<file path="src/rtl/mwups_pkg.sv">
// Shared types and codes for the max-weight uplink poll scheduler.
// No dependencies; used by the scan unit and the top level.
package mwups_pkg;

   localparam int ADDR_W   = 32;
   localparam int Q16_W    = 16;
   localparam int WEIGHT_W = 33;
   localparam int KIND_W   = 3;
   localparam int STATUS_W = 2;
   localparam int INDEX_W  = 5;
   localparam int CSR_IDX_W = 1;

   localparam logic [KIND_W-1:0] KIND_REGISTER = 3'd0;
   localparam logic [KIND_W-1:0] KIND_REPORT   = 3'd1;
   localparam logic [KIND_W-1:0] KIND_DATA     = 3'd2;
   localparam logic [KIND_W-1:0] KIND_POLL     = 3'd3;
   localparam logic [KIND_W-1:0] KIND_BEGIN    = 3'd4;

   localparam logic [STATUS_W-1:0] STATUS_OK        = 2'd0;
   localparam logic [STATUS_W-1:0] STATUS_FULL      = 2'd1;
   localparam logic [STATUS_W-1:0] STATUS_NO_TARGET = 2'd2;
   localparam logic [STATUS_W-1:0] STATUS_VIOLATION = 2'd3;

   localparam logic [CSR_IDX_W-1:0] CSR_REALTIME   = 1'd0;
   localparam logic [CSR_IDX_W-1:0] CSR_MIN_WEIGHT = 1'd1;

   typedef struct packed {
      logic [ADDR_W-1:0] addr;
      logic [Q16_W-1:0]  reliability;
   } static_entry_type;

   typedef struct packed {
      logic signed [Q16_W-1:0] queue;
      logic [Q16_W-1:0]        expected_id;
      logic [Q16_W-1:0]        received;
   } dyn_entry_type;

   typedef struct packed {
      logic                       done;
      logic signed [WEIGHT_W-1:0] weight;
   } scan_status_type;

   typedef enum logic [2:0] {
      ST_IDLE,
      ST_DISPATCH,
      ST_MODIFY,
      ST_SCAN,
      ST_FETCH,
      ST_CLEAR,
      ST_RESP
   } state_type;

endpackage

</file>
<file path="src/rtl/mwups_argmax.sv">
// Pipelined weight scan: reads one table entry per cycle, multiplies queue by
// reliability and keeps the first maximum. Depends on mwups_pkg.
module mwups_argmax #(
   parameter int MAX_CLIENTS = 32
) (
   input  logic                                     clock,
   input  logic                                     reset,
   input  logic                                     start,
   input  logic [$clog2(MAX_CLIENTS+1)-1:0]         count,
   output logic [((MAX_CLIENTS > 1) ? $clog2(MAX_CLIENTS) : 1)-1:0] rd_addr,
   input  mwups_pkg::static_entry_type              rd_static,
   input  mwups_pkg::dyn_entry_type                 rd_dyn,
   output logic [((MAX_CLIENTS > 1) ? $clog2(MAX_CLIENTS) : 1)-1:0] best_index,
   output mwups_pkg::scan_status_type               scan_status
);

   localparam int IDX_W = (MAX_CLIENTS > 1) ? $clog2(MAX_CLIENTS) : 1;
   localparam int CNT_W = $clog2(MAX_CLIENTS + 1);

   logic                                  running_ff, running_in;
   logic [IDX_W-1:0]                      issue_ff, issue_in;
   logic                                  p1_valid_ff, p1_valid_in;
   logic                                  p1_last_ff, p1_last_in;
   logic [IDX_W-1:0]                      p1_idx_ff, p1_idx_in;
   logic                                  p2_valid_ff, p2_valid_in;
   logic                                  p2_last_ff, p2_last_in;
   logic [IDX_W-1:0]                      p2_idx_ff, p2_idx_in;
   logic signed [mwups_pkg::WEIGHT_W-1:0] p2_weight_ff, p2_weight_in;
   logic                                  have_ff, have_in;
   logic [IDX_W-1:0]                      best_idx_ff, best_idx_in;
   logic signed [mwups_pkg::WEIGHT_W-1:0] best_weight_ff, best_weight_in;
   logic                                  done_ff, done_in;
   logic                                  last_issue;

   always_comb begin
      last_issue     = (CNT_W'(issue_ff) + 1'b1) == count;
      running_in     = running_ff;
      issue_in       = issue_ff;
      have_in        = have_ff;
      best_idx_in    = best_idx_ff;
      best_weight_in = best_weight_ff;

      if (start) begin
         running_in = 1'b1;
         issue_in   = '0;
         have_in    = 1'b0;
      end else if (running_ff) begin
         issue_in = issue_ff + 1'b1;
         if (last_issue) begin
            running_in = 1'b0;
         end
      end

      p1_valid_in = running_ff;
      p1_last_in  = running_ff && last_issue;
      p1_idx_in   = issue_ff;

      p2_valid_in  = p1_valid_ff;
      p2_last_in   = p1_last_ff;
      p2_idx_in    = p1_idx_ff;
      p2_weight_in = mwups_pkg::WEIGHT_W'($signed(rd_dyn.queue))
                   * mwups_pkg::WEIGHT_W'($signed({1'b0, rd_static.reliability}));

      if (p2_valid_ff && (!have_ff || (p2_weight_ff > best_weight_ff))) begin
         have_in        = 1'b1;
         best_idx_in    = p2_idx_ff;
         best_weight_in = p2_weight_ff;
      end

      done_in = p2_valid_ff && p2_last_ff;
   end

   always_ff @(posedge clock) begin
      if (reset) begin
         running_ff  <= 1'b0;
         p1_valid_ff <= 1'b0;
         p2_valid_ff <= 1'b0;
         have_ff     <= 1'b0;
         done_ff     <= 1'b0;
      end else begin
         running_ff  <= running_in;
         p1_valid_ff <= p1_valid_in;
         p2_valid_ff <= p2_valid_in;
         have_ff     <= have_in;
         done_ff     <= done_in;
      end
      issue_ff       <= issue_in;
      p1_last_ff     <= p1_last_in;
      p1_idx_ff      <= p1_idx_in;
      p2_last_ff     <= p2_last_in;
      p2_idx_ff      <= p2_idx_in;
      p2_weight_ff   <= p2_weight_in;
      best_idx_ff    <= best_idx_in;
      best_weight_ff <= best_weight_in;
   end

   assign rd_addr            = issue_ff;
   assign best_index         = best_idx_ff;
   assign scan_status.done   = done_ff;
   assign scan_status.weight = best_weight_ff;

endmodule

</file>
<file path="config.mk">
export PLATFORM = sky130hd
export DESIGN_NAME = mwups_argmax
export DESIGN_NICKNAME = d
export VERILOG_FILES = /design/src/rtl/mwups_pkg.sv /design/src/rtl/mwups_argmax.sv
export SDC_FILE = /design/constraint.sdc
export NUM_CORES = 1
export LEC_CHECK = 0
export ABC_AREA = 1
export BUFFER_PORTS_ARGS = -buffer_cell sky130_fd_sc_hd__buf_2
export CAP_MARGIN = 15
export CORE_UTILIZATION = 60
export DETAILED_ROUTE_END_ITERATION = 8
export PLACE_DENSITY_LB_ADDON = 0.25
export SYNTH_ARGS = -nofsm -noshare
export SYNTH_HDL_FRONTEND = slang
export SYNTH_SLANG_ARGS = --single-unit
export TNS_END_PERCENT = 30
</file>
<file path="constraint.sdc">
create_clock -name clock -period 11.65 [get_ports clock]
set_clock_uncertainty 0.05 [all_clocks]
set_input_delay 0.5825 -clock clock [delete_from_list [all_inputs] [get_ports clock]]
set_output_delay 0.5825 -clock clock [all_outputs]
set_load 0.02 [all_outputs]
</file>
# [Yosys cells after proc, flatten, opt, wreduce, memory -nomap -nowiden]
# Index checks and enable logic that the tools add are counted.
[totals] reg_bits=93 inputBits=105 out_inout_bits=44 elab_cells=29
[classes] add_sub_neg=2 multipliers=1 magnitude_cmp=1 n_eq_ne=1 muxes=5 n_reduce_logical=6
[op_table] cell="> comparator 33 bit" n=1
[op_table] cell="multiplier 16 x 17 -> 33 bit" n=1
[op_table] cell="adder 5 x 1 -> 6 bit, second input constant" n=1
[op_table] cell="equality test 6 bit" n=1
[op_table] cell="adder 5 x 1 -> 5 bit, second input constant" n=1
[op_table] cell="2-to-1 mux 1 bit" n=5
[op_table] cell="logical AND 1 bit" n=3
[op_table] cell="nonzero test 2 bit" n=1
[op_table] cell="zero test 1 bit" n=1
[op_table] cell="logical OR 1 bit" n=1

# [Longest topological paths before layout]
# Gate-level depths: netlist of run 1.
[logic_depth] depth_word=5 depth_mapped=29 depth_no_buf=27

# [Least setup slack after synthesis of run 1]
# Ideal clock, no wire load.
[synth_path] kind="input to register" start="input rd_static[7] in the netlist's numbering" end="register p2_weight_ff[29] in the netlist's numbering" setup_ns=0.112 arrival_time_ns=5.543 required_ns=11.488 path_slack_ns=5.945 stages=26 n_path_buf=2 cell_sequence="clkbuf_1 > clkbuf_1 > nand2_1 > fa_1 > inv_1 > fa_1 > inv_1 > fa_1 > inv_1 > fa_1 > fa_1 > inv_1 > fa_1 > inv_1 > ha_1 > a21o_1 > a21oi_1 > nand2_1 > nand2_1 > nand3_2 > nand3_2 > nand2_2 > nand2_2 > nand2_1 > nand2_1 > nand2_1"
[synth_between] elab_chain_cells=1
[synth_rtl] element="from (decl)" line="mwups_argmax.sv:11" text="input mwups_pkg::static_entry_type rd_static,"
[synth_rtl] element="multiplier 16 x 17 -> 33 bit" line="mwups_argmax.sv:62" text="* mwups_pkg::WEIGHT_W'($signed({1'b0, rd_static.reliability}));"
[synth_rtl] element="net p2_weight_in (one bit)" line="mwups_argmax.sv:28" text="logic signed [mwups_pkg::WEIGHT_W-1:0] p2_weight_ff, p2_weight_in;"
[synth_rtl] element="to (signal assigned)" line="mwups_argmax.sv:92" text="p2_weight_ff <= p2_weight_in;"
[synth_rtl] element="to (decl)" line="mwups_argmax.sv:28"
# The timed path passes the listed nets, and every way through them passes these cells.
# A chain may end at the register's enable or synchronous reset.

# [Final worst setup path of run 1]
[layout_path] start="input rd_dyn[47] in the netlist's numbering" end="register p2_weight_ff[28] in the netlist's numbering"
[layout_between] elab_chain_cells=1
[layout_rtl] element="from (decl)" line="mwups_argmax.sv:12" text="input mwups_pkg::dyn_entry_type rd_dyn,"
[layout_rtl] element="multiplier 16 x 17 -> 33 bit" line="mwups_argmax.sv:62"
[layout_rtl] element="net p2_weight_in (one bit)" line="mwups_argmax.sv:28"
# The timed path passes the listed nets, and every way through them passes these cells.

==> results of run 1 <==
[cell families (layout without fill, tap and decap cells)]
kind of cell | count (synthesis) | after routing | share of synthesized area [%]
compound gates | 97 | 97 | 4.50
xor+xnor | 36 | 36 | 2.50
fa+ha+maj | 350 | 350 | 46.2
buf+inv | 495 | 541 | 14.7
flops | 93 | 93 | 17.7
simple gates | 449 | 449 | 14.3
[worst reg2reg max path: cells and delay by family (launching register included)]
kind / cells / cell delay (ps)
and+or+nand+nor: 11 / 1010
buffers and inverters: 3 / 680
adders and majority gates: 1 / 300
DFF: 1 / 350
[layout by cell type, fill, tap and decap left out, drive strengths merged, types with 2 or more instances in the layout]
| master | instances |
|---|---|
| a21boi | 3 |
| a21o | 8 |
| a21oi | 51 |
| a31oi | 4 |
| buf | 85 |
| clkbuf | 9 |
| clkinv | 3 |
| dfxtp | 55 |
| edfxtp | 38 |
| fa | 194 |
| ha | 156 |
| inv | 443 |
| nand2 | 345 |
| nand3 | 17 |
| nand3b | 2 |
| nand4 | 7 |
| nor2 | 60 |
| nor3 | 7 |
| o211ai | 2 |
| o21ai | 23 |
| o21bai | 3 |
| or2 | 10 |
| xnor2 | 17 |
| xor2 | 19 |
[routing by layer]
layer	part of all wire, %	vias to the layer above	track usage, %
met5	0	-	0
met4	1.7	0	6.65
met3	6.6	29	3.60
met2	47	284	43.7
met1	45	4423	34.6
li1	-	4518	-
[layout make-up]
type                       instances  area (sq um)
multi-input combinational        932          8530
timing repair buffer              85           428
tap                              270           338
inverter                         440          1650
clock inverter                     7          70.1
fill                            1763          6940
clock buffer                       9           225
sequential                        93          2240
[sequential cells by signal, indices dropped and copies added (netlist names), 5 cells and up]
signal,count
p2_idx_ff,5
best_weight_ff,33
rd_addr,5
best_index,5
p2_weight_ff,33
p1_idx_ff,5
[stage by stage]
step                worst slack (ps)  cell area (sq um)  hold WS (ps)
finish                          6050              13500           277
global route                    5780              13500           287
CTS                             6100              13500           279
detailed placement              5750              13200           263
global placement                5790              13200           260
floorplan                       5950              12600           260
[path summary, 6_finish.rpt]
check,endpoint,from,depth (start not counted)
worst min register to register,p2_idx_ff[2],p1_idx_ff[2],0
worst max-delay path,p2_weight_ff[28],rd_dyn[47],16
worst min-delay path,p2_idx_ff[2],p1_idx_ff[2],0
worst max register to register,best_weight_ff[4],best_weight_ff[8],15
==> results.toml, run 1 <==
[run_status]
status = "completed"

[sta]
rsz0062_at_grt = "false"
report.final.slew_viol_count = 0
setup_viol = 0
hold_viol_final = 0
fin_crit_sh_pct = 48.0
maxSlewHeadroom_pct = 57.3
worst-slew-pin-transition_ps = 639
fin_tns_setup_ps = 0
fmax_mhz = 179
fin_crit_ps = 5600

[cts]
cts_buffers = 9
cts_tree = "done"
clk_path_buf_depth = 2
hold_buffers = 0
htree_num_levels = 3
clkSinkCount = 93
clock-root-buffer = "clkbuf_16"
clk_latency_ps = 340
cts-resized-gates = 0
clk_pin_slew_worst_paths_ps = 70
postCtsSetupBuffers = 0

[floorplan]
die_h_um = 147
io_pins = 149
initial_utilization_pct = 61.9
die_w_um = 147
coreArea_sq_mm = 0.0204
rows = 52
dieArea_sq_mm = 0.0216

[synth]
synth_top_area_share_pct = 30.7
ys_top_cells_by_area = "fa_1 (31%), ha_1 (15%), inv_1 (13%)"
synth_area_sq_mm = 0.0126
yosysMostFrequentCell = "inv_1"
synth-edff-count = 38
synth_common_cells = "inv_1 (440), nand2_1 (338), fa_1 (194)"
syn_inst = 1520
postSynthNetCount = 1975
synth_area_per_cell_sq_um = 8.31
async_reset_ff_share_pct = 0
synth_top_area_cell = "fa_1"
ys_ff_latch = 93
synth_ff_type = "dfxtp_1"
synth_cell_types = 37
synth-seq-area-share_pct = 17.7
ys_warn_count = 0

[finish]
stdcell_count = 1836
synthToLayoutAreaGrowth_pct = 6.73
final_util_pct = 66.0
drive_above_1_share_pct = 8.43
diodes = 0
nets = 2016

[global_routing]
antenna_found_initial = 0
grt_max_degree = 34
grt_first_pass_wirelength_um = 44300
grt_overflow = 0
grt_pass1_vias = 9561
grt_usage_pct = 25.7

[worst_setup_path]
rrSetupSlack_ps = 8890
cpPeakStageDelay_ps = 570
end_kind = "flip-flop"
cpMostUsedCell = "fa_1"
cp_data_required_time_ps = 11880
start_kind = "input port"
crit_buf_inv = 3
crit_type = "in2reg"
cp_top_family = "adder cells"
crit_slowest_cell = "fa_1"
path_cells = "buf_2 -> inv_1 -> or2_2 -> fa_1 -> fa_1 -> fa_1 -> fa_1 -> fa_1 -> fa_1 -> inv_1 -> ha_1 -> nand2_1 -> o21ai_0 -> a21oi_1 -> o211ai_1 -> xor2_1"
path_max_fanout = 17
crit_arrival_ps = 5820

[detailed_routing]
post_drt_wl_per_cell_um = 14.0
dr.pass1.iters = 5
routed_wl_um = 25700
drt_iter0_markers = 471
drc_errors = 0
vias = 9254
ant_nets = 0
vias_per_cell = 5.04

[placement]
dp_cells = 1820
dp_hpwl_um = 21300
numPortBuffers = 84
finalWeightedCongestion = 0.894

[hold_path]
hold_path_class = "reg2reg"

[job]
max_cap_violations = 0
Power of run 1 is left out: the tool's default activity adds up to more than one toggle a clock period on the data nets, which glitch-free logic cannot reach.
==> inputs of run 2 (changes only) <==
- ABC_AREA: 1 -> 0
- CORE_UTILIZATION: 60 -> 55
- clock period: 11.65 -> 5 ns (I/O delays scaled with it)
==> results.toml, run 2 <==
[floorplan]
rows = 54
initial_utilization_pct = 55.9
die_h_um = 151
coreArea_sq_mm = 0.0218
io_pins = 149
dieArea_sq_mm = 0.0227
die_w_um = 151

[detailed_routing]
drc_errors = 0
vias = 8953
post_drt_wl_per_cell_um = 15.2
ant_nets = 0
dr.pass1.iters = 5
routed_wl_um = 26400
vias_per_cell = 5.14
drt_iter0_markers = 357

[sta]
fin_crit_ps = 5290
report.final.slew_viol_count = 0
maxSlewHeadroom_pct = 58.0
hold_viol_final = 0
setup_ws_ps = -289
fmax_mhz = 189
fin_crit_sh_pct = 106
setup_viol = 15
worst-slew-pin-transition_ps = 630
rsz0062_at_grt = "true"

[hold_path]
hold_path_class = "in2reg"

[global_routing]
grt_usage_pct = 24.7
grt_first_pass_wirelength_um = 43700
grt_pass1_vias = 9342
grt_overflow = 0
grt_max_degree = 23
antenna_found_initial = 0

[cts]
htree_num_levels = 3
clkSinkCount = 93
clk_pin_slew_worst_paths_ps = 60
clock-root-buffer = "clkbuf_16"
cts_buffers = 9
clk_latency_ps = 340
cts_tree = "done"
clk_path_buf_depth = 2
hold_buffers = 0

[synth]
synth_common_cells = "inv_1 (293), fa_1 (194), ha_1 (156)"
async_reset_ff_share_pct = 0
ys_top_cells_by_area = "fa_1 (32%), ha_1 (16%), edfxtp_1 (9.4%)"
synth-edff-count = 38
synth_top_area_cell = "fa_1"
synth_area_per_cell_sq_um = 9.58
yosysMostFrequentCell = "inv_1"
synth_cell_types = 48
synth_ff_type = "dfxtp_1"
ys_ff_latch = 93
ys_warn_count = 0
synth_area_sq_mm = 0.0122
synth-seq-area-share_pct = 18.4
syn_inst = 1268
synth_top_area_share_pct = 32.0
postSynthNetCount = 1723

[worst_setup_path]
cp-startpoint = "rd_static[5]"
r2r-start = "best_weight_ff[30]"
path_max_fanout = 5
path_cells = "buf_12 -> buf_6 -> and2_4 -> fa_1 -> inv_2 -> fa_2 -> fa_2 -> fa_1 -> inv_2 -> fa_1 -> fa_1 -> ha_4 -> nand4_1 -> nor2_1 -> a21oi_2 -> a2111oi_4 -> o41ai_4 -> buf_4 -> o21bai_1 -> a21oi_1 -> xnor2_1"
crit_slowest_cell = "fa_2"
cpMostUsedCell = "fa_1"
crit_arrival_ps = 5490
r2r-end = "best_weight_ff[1]"
cpPeakStageDelay_ps = 530
cp_data_required_time_ps = 5200
rrSetupSlack_ps = 1860
end_kind = "flip-flop"
worstRegToRegCells = 9
start_kind = "input port"
crit_type = "in2reg"
setup.worst_path.end = "p2_weight_ff[27]"

[finish]
multi_input_area_sq_mm = 0.00895
drive_above_1_share_pct = 21.5
final_common_cell = "inv_1"
diodes = 0
nets = 1911
final_cell_mix = "inv_1 (276), fa_1 (184), ha_1 (145)"
fillers = 1719
final_util_pct = 67.0
reg.largest.list = "best_weight_ff (33), p2_weight_ff (33)"
synthToLayoutAreaGrowth_pct = 19.9
seqCellArea_sq_mm = 0.00224
fin_area_sq_mm = 0.0146

[placement]
pre_cts_slack_ps = -938
numPortBuffers = 84
dp_hpwl_um = 22600
finalWeightedCongestion = 0.874
placed_area_sq_mm = 0.0138

[job]
max_cap_violations = 0

[run_status]
violations = "setup timing"
status = "finished, violations left"
run 2: cell types whose count changed in the layout (fill, tap and decap cells not counted), sizes merged, moves of 11 or more:
cell,delta
xnor2,+12
nand2b,+11
nand2,-205
inv,-148
and2,+118
nor2,-23
a21o,+12
nand3,-11
buf,+125
xor2,-11
run 2: what timing repair did:
item                       4_1_cts  5_1_grt
setup endpoints to repair       18       20
pin swaps                       40       59
setup buffers                    7        2
gates resized for setup         48       80
gates cloned                     0        0
run 2: worst min path at each step:
| stage | startpoint | to | cells past startpoint |
|---|---|---|---|
| 3_3_place_gp | p1_idx_ff[2] | p2_idx_ff[2] | 0 |
| 2_1_floorplan | p1_idx_ff[0] | p2_idx_ff[0] | 0 |
| 5_1_grt | reset | done_ff | 2 |
| 3_5_place_dp | p1_idx_ff[1] | p2_idx_ff[1] | 0 |
| 6_report | reset | p1_valid_ff | 2 |
| 4_1_cts | reset | p1_valid_ff | 2 |
run 2: cells by family (layout without fill, tap and decap cells):
| kind of cell | Yosys count | in the layout | synth area share, % |
|---|---|---|---|
| adders and majority gates | 350 | 350 | 48.0 |
| buffers and inverters | 329 | 522 | 10.2 |
| and+or+nand+nor | 348 | 348 | 14.2 |
| xor gates and xnor gates | 37 | 37 | 2.67 |
| DFF | 93 | 93 | 18.4 |
| AOI/OAI and AO/OA | 110 | 110 | 6.35 |
| muxes | 1 | 1 | 0.0824 |
run 2: cell type report:
class / instances / area share (%)
repair buffers: 212 / 10.8
flip-flops and latches: 93 / 15.4
inverters: 294 / 7.57
multi-input cells: 846 / 61.5
clock inverters: 7 / 0.833
well taps: 280 / 2.40
clock buffers: 9 / 1.55
run 2: routing by layer:
| layer | routed length, um | track usage [%] |
|---|---|---|
| met5 | 0 | 0 |
| met4 | 289 | 3.50 |
| met3 | 850 | 3.00 |
| met2 | 13800 | 45.2 |
| met1 | 11500 | 31.7 |
run 2: stage by stage:
| step | cells | hold slack (ps) | TNS [ps] |
|---|---|---|---|
| finish | 1741 | 86.9 | -2810 |
| CTS | 1739 | 83.0 | -3790 |
| global route | 1741 | 96.8 | -5090 |
| detailed placement | 1717 | 262 | -13690 |
| global placement | 1717 | 261 | -11910 |
| floorplan | 1268 | 260 | -4390 |
run 2: critical path, delay by kind of cell:
family                   cells  cell delay [ps]
AND/OR/NAND/NOR              3              420
adder cells (fa/ha/maj)      7             3250
XOR/XNOR                     1              190
buffers and inverters        5              440
AO/OA/AOI/OAI                5              920
Power of run 2 is left out for the same reason.
==> inputs of run 3 (changes only) <==
--- a/config.mk
+++ b/config.mk
@@ -9,4 +9,5 @@
 export BUFFER_PORTS_ARGS = -buffer_cell sky130_fd_sc_hd__buf_2
 export CAP_MARGIN = 15
+export CORE_MARGIN = 8
 export CORE_UTILIZATION = 55
 export DETAILED_ROUTE_END_ITERATION = 8
--- a/constraint.sdc
+++ b/constraint.sdc
@@ -3,3 +3,3 @@
 set_input_delay 0.25 -clock clock [delete_from_list [all_inputs] [get_ports clock]]
 set_output_delay 0.25 -clock clock [all_outputs]
-set_load 0.02 [all_outputs]
+set_load 0.05 [all_outputs]
==> results.toml, run 3 (synthesis results as in run 2) <==
[run_status]
status = "finished, violations left"
violations = "setup timing"

[cts]
clk_latency_ps = 340
clock-root-buffer = "clkbuf_16"
clk_pin_slew_worst_paths_ps = 60
cts_buffers = 9
htree_num_levels = 3
cts_tree = "done"
clkSinkCount = 93
clk_path_buf_depth = 2

[detailed_routing]
vias = 8995
route.met3.wl_um = 1020
dr.pass1.iters = 7
highest_layer = "met4"
ant_nets = 0
post_drt_wl_per_cell_um = 15.8
dr_wl_met2_um = 14400
drt_iter0_markers = 408
routed_wl_um = 27600
vias_per_cell = 5.15
met1_length_um = 11600
drc_errors = 0

[global_routing]
grt_first_pass_wirelength_um = 46900
grt_overflow = 0
antenna_found_initial = 1
grt_pass1_vias = 9834
grt_max_degree = 22
grt_usage_pct = 21.6

[sta]
report.final.slew_viol_count = 0
fin_crit_sh_pct = 106
rsz0062_at_grt = "true"
whs_ps = 83.5
worst-slew-pin-transition_ps = 684
fin_crit_ps = 5280
setup_ws_ps = -284
hold_viol_final = 0
maxSlewHeadroom_pct = 54.4
setup_viol = 15
fmax_mhz = 189

[floorplan]
initial_utilization_pct = 55.9
die_h_um = 165
die_w_um = 165
coreArea_sq_mm = 0.0218
dieArea_sq_mm = 0.0271
rows = 54
io_pins = 149

[worst_setup_path]
rrSetupSlack_ps = 1790
crit_type = "in2reg"
r2r-start = "best_weight_ff[30]"
start_kind = "input port"
path_max_fanout = 4
worstRegToRegCells = 9
cp_data_required_time_ps = 5170
r2r-end = "best_weight_ff[4]"
crit_arrival_ps = 5460
setup.worst_path.end = "p2_weight_ff[30]"
end_kind = "flip-flop"
cp-startpoint = "rd_static[11]"

[hold_path]
hold_path_class = "in2reg"

[finish]
reg.largest.list = "best_weight_ff (33), p2_weight_ff (33)"
final_cell_mix = "inv_1 (277), fa_1 (184), ha_1 (144)"
final_common_cell = "inv_1"
drive_above_1_share_pct = 21.7
nets = 1914
synthToLayoutAreaGrowth_pct = 20.6
fillers = 1736

[placement]
finalWeightedCongestion = 0.889
numPortBuffers = 84
dp_hpwl_um = 23800

[job]
max_cap_violations = 0
[run 3: cell count changes in the layout (fill, tap and decap cells not counted), sizes merged]
| cell | before | now |
|---|---|---|
| buf | 210 | 214 |
| bufinv | 3 | 1 |
| clkbuf | 11 | 10 |
| clkinv | 3 | 4 |
| clkinvlp | 0 | 1 |
| diode | 0 | 1 |
[run 3: through the flow]
step | util [%] | cell area [sq um] | setup TNS, ps | instances | worst slack, ps
floorplan | - | 12300 | -4390 | 1268 | -453
global placement | 63.3 | 13800 | -11200 | 1717 | -759
detailed placement | 63.3 | 13800 | -13110 | 1717 | -910
CTS | 66.9 | 14600 | -2350 | 1740 | -285
global route | 67.3 | 14700 | -5460 | 1745 | -459
finish | 67.3 | 14700 | -2560 | 1745 | -284
[run 3: worst max-delay path: stages]
cell      delay [ps]
buf_12           110
and2_4           150
fa_1             520
inv_1             50
fa_1             490
inv_2             50
fa_2             600
fa_1             430
fa_1             500
inv_2             40
fa_1             480
inv_2             50
ha_4             210
a211o_1          270
or4_4            540
nor2_4           120
o41ai_4           90
a21oi_2          260
o21bai_1         110
xor2_1           140
[run 3: routing by layer]
metal,vias to the layer above,global-route usage (%)
li1,4275,-
met1,4500,26.6
met2,173,38.7
met3,47,3.04
met4,0,6.10
met5,-,0
[run 3: worst min path at each step]
stage	endpoint	cells after the start	startpoint
CTS	p1_valid_ff	2	reset
detailed placement	p2_idx_ff[2]	0	p1_idx_ff[2]
floorplan	p2_idx_ff[0]	0	p1_idx_ff[0]
global placement	p2_last_ff	0	p1_last_ff
global route	p2_valid_ff	2	reset
finish	p1_valid_ff	2	reset
[run 3: area by class of cell]
type                       count  area (sq um)  share of cell area (%)
tap                          280           350                    2.39
timing repair buffer         215          1680                    11.5
clock inverter                 7          72.6                   0.495
clock buffer                   9           225                    1.54
sequential                    93          2240                    15.3
multi-input combinational    846          8980                    61.3
inverter                     294          1100                    7.53
antenna                        1          2.50                  0.0171
[run 3: what timing repair did]
action	in CTS	in global routing
pin swaps	89	12
gates cloned	1	0
setup endpoints to repair	18	18
setup buffers	6	4
gates resized for setup	124	15
hold buffers	0	0
Power of run 3 is left out for the same reason.
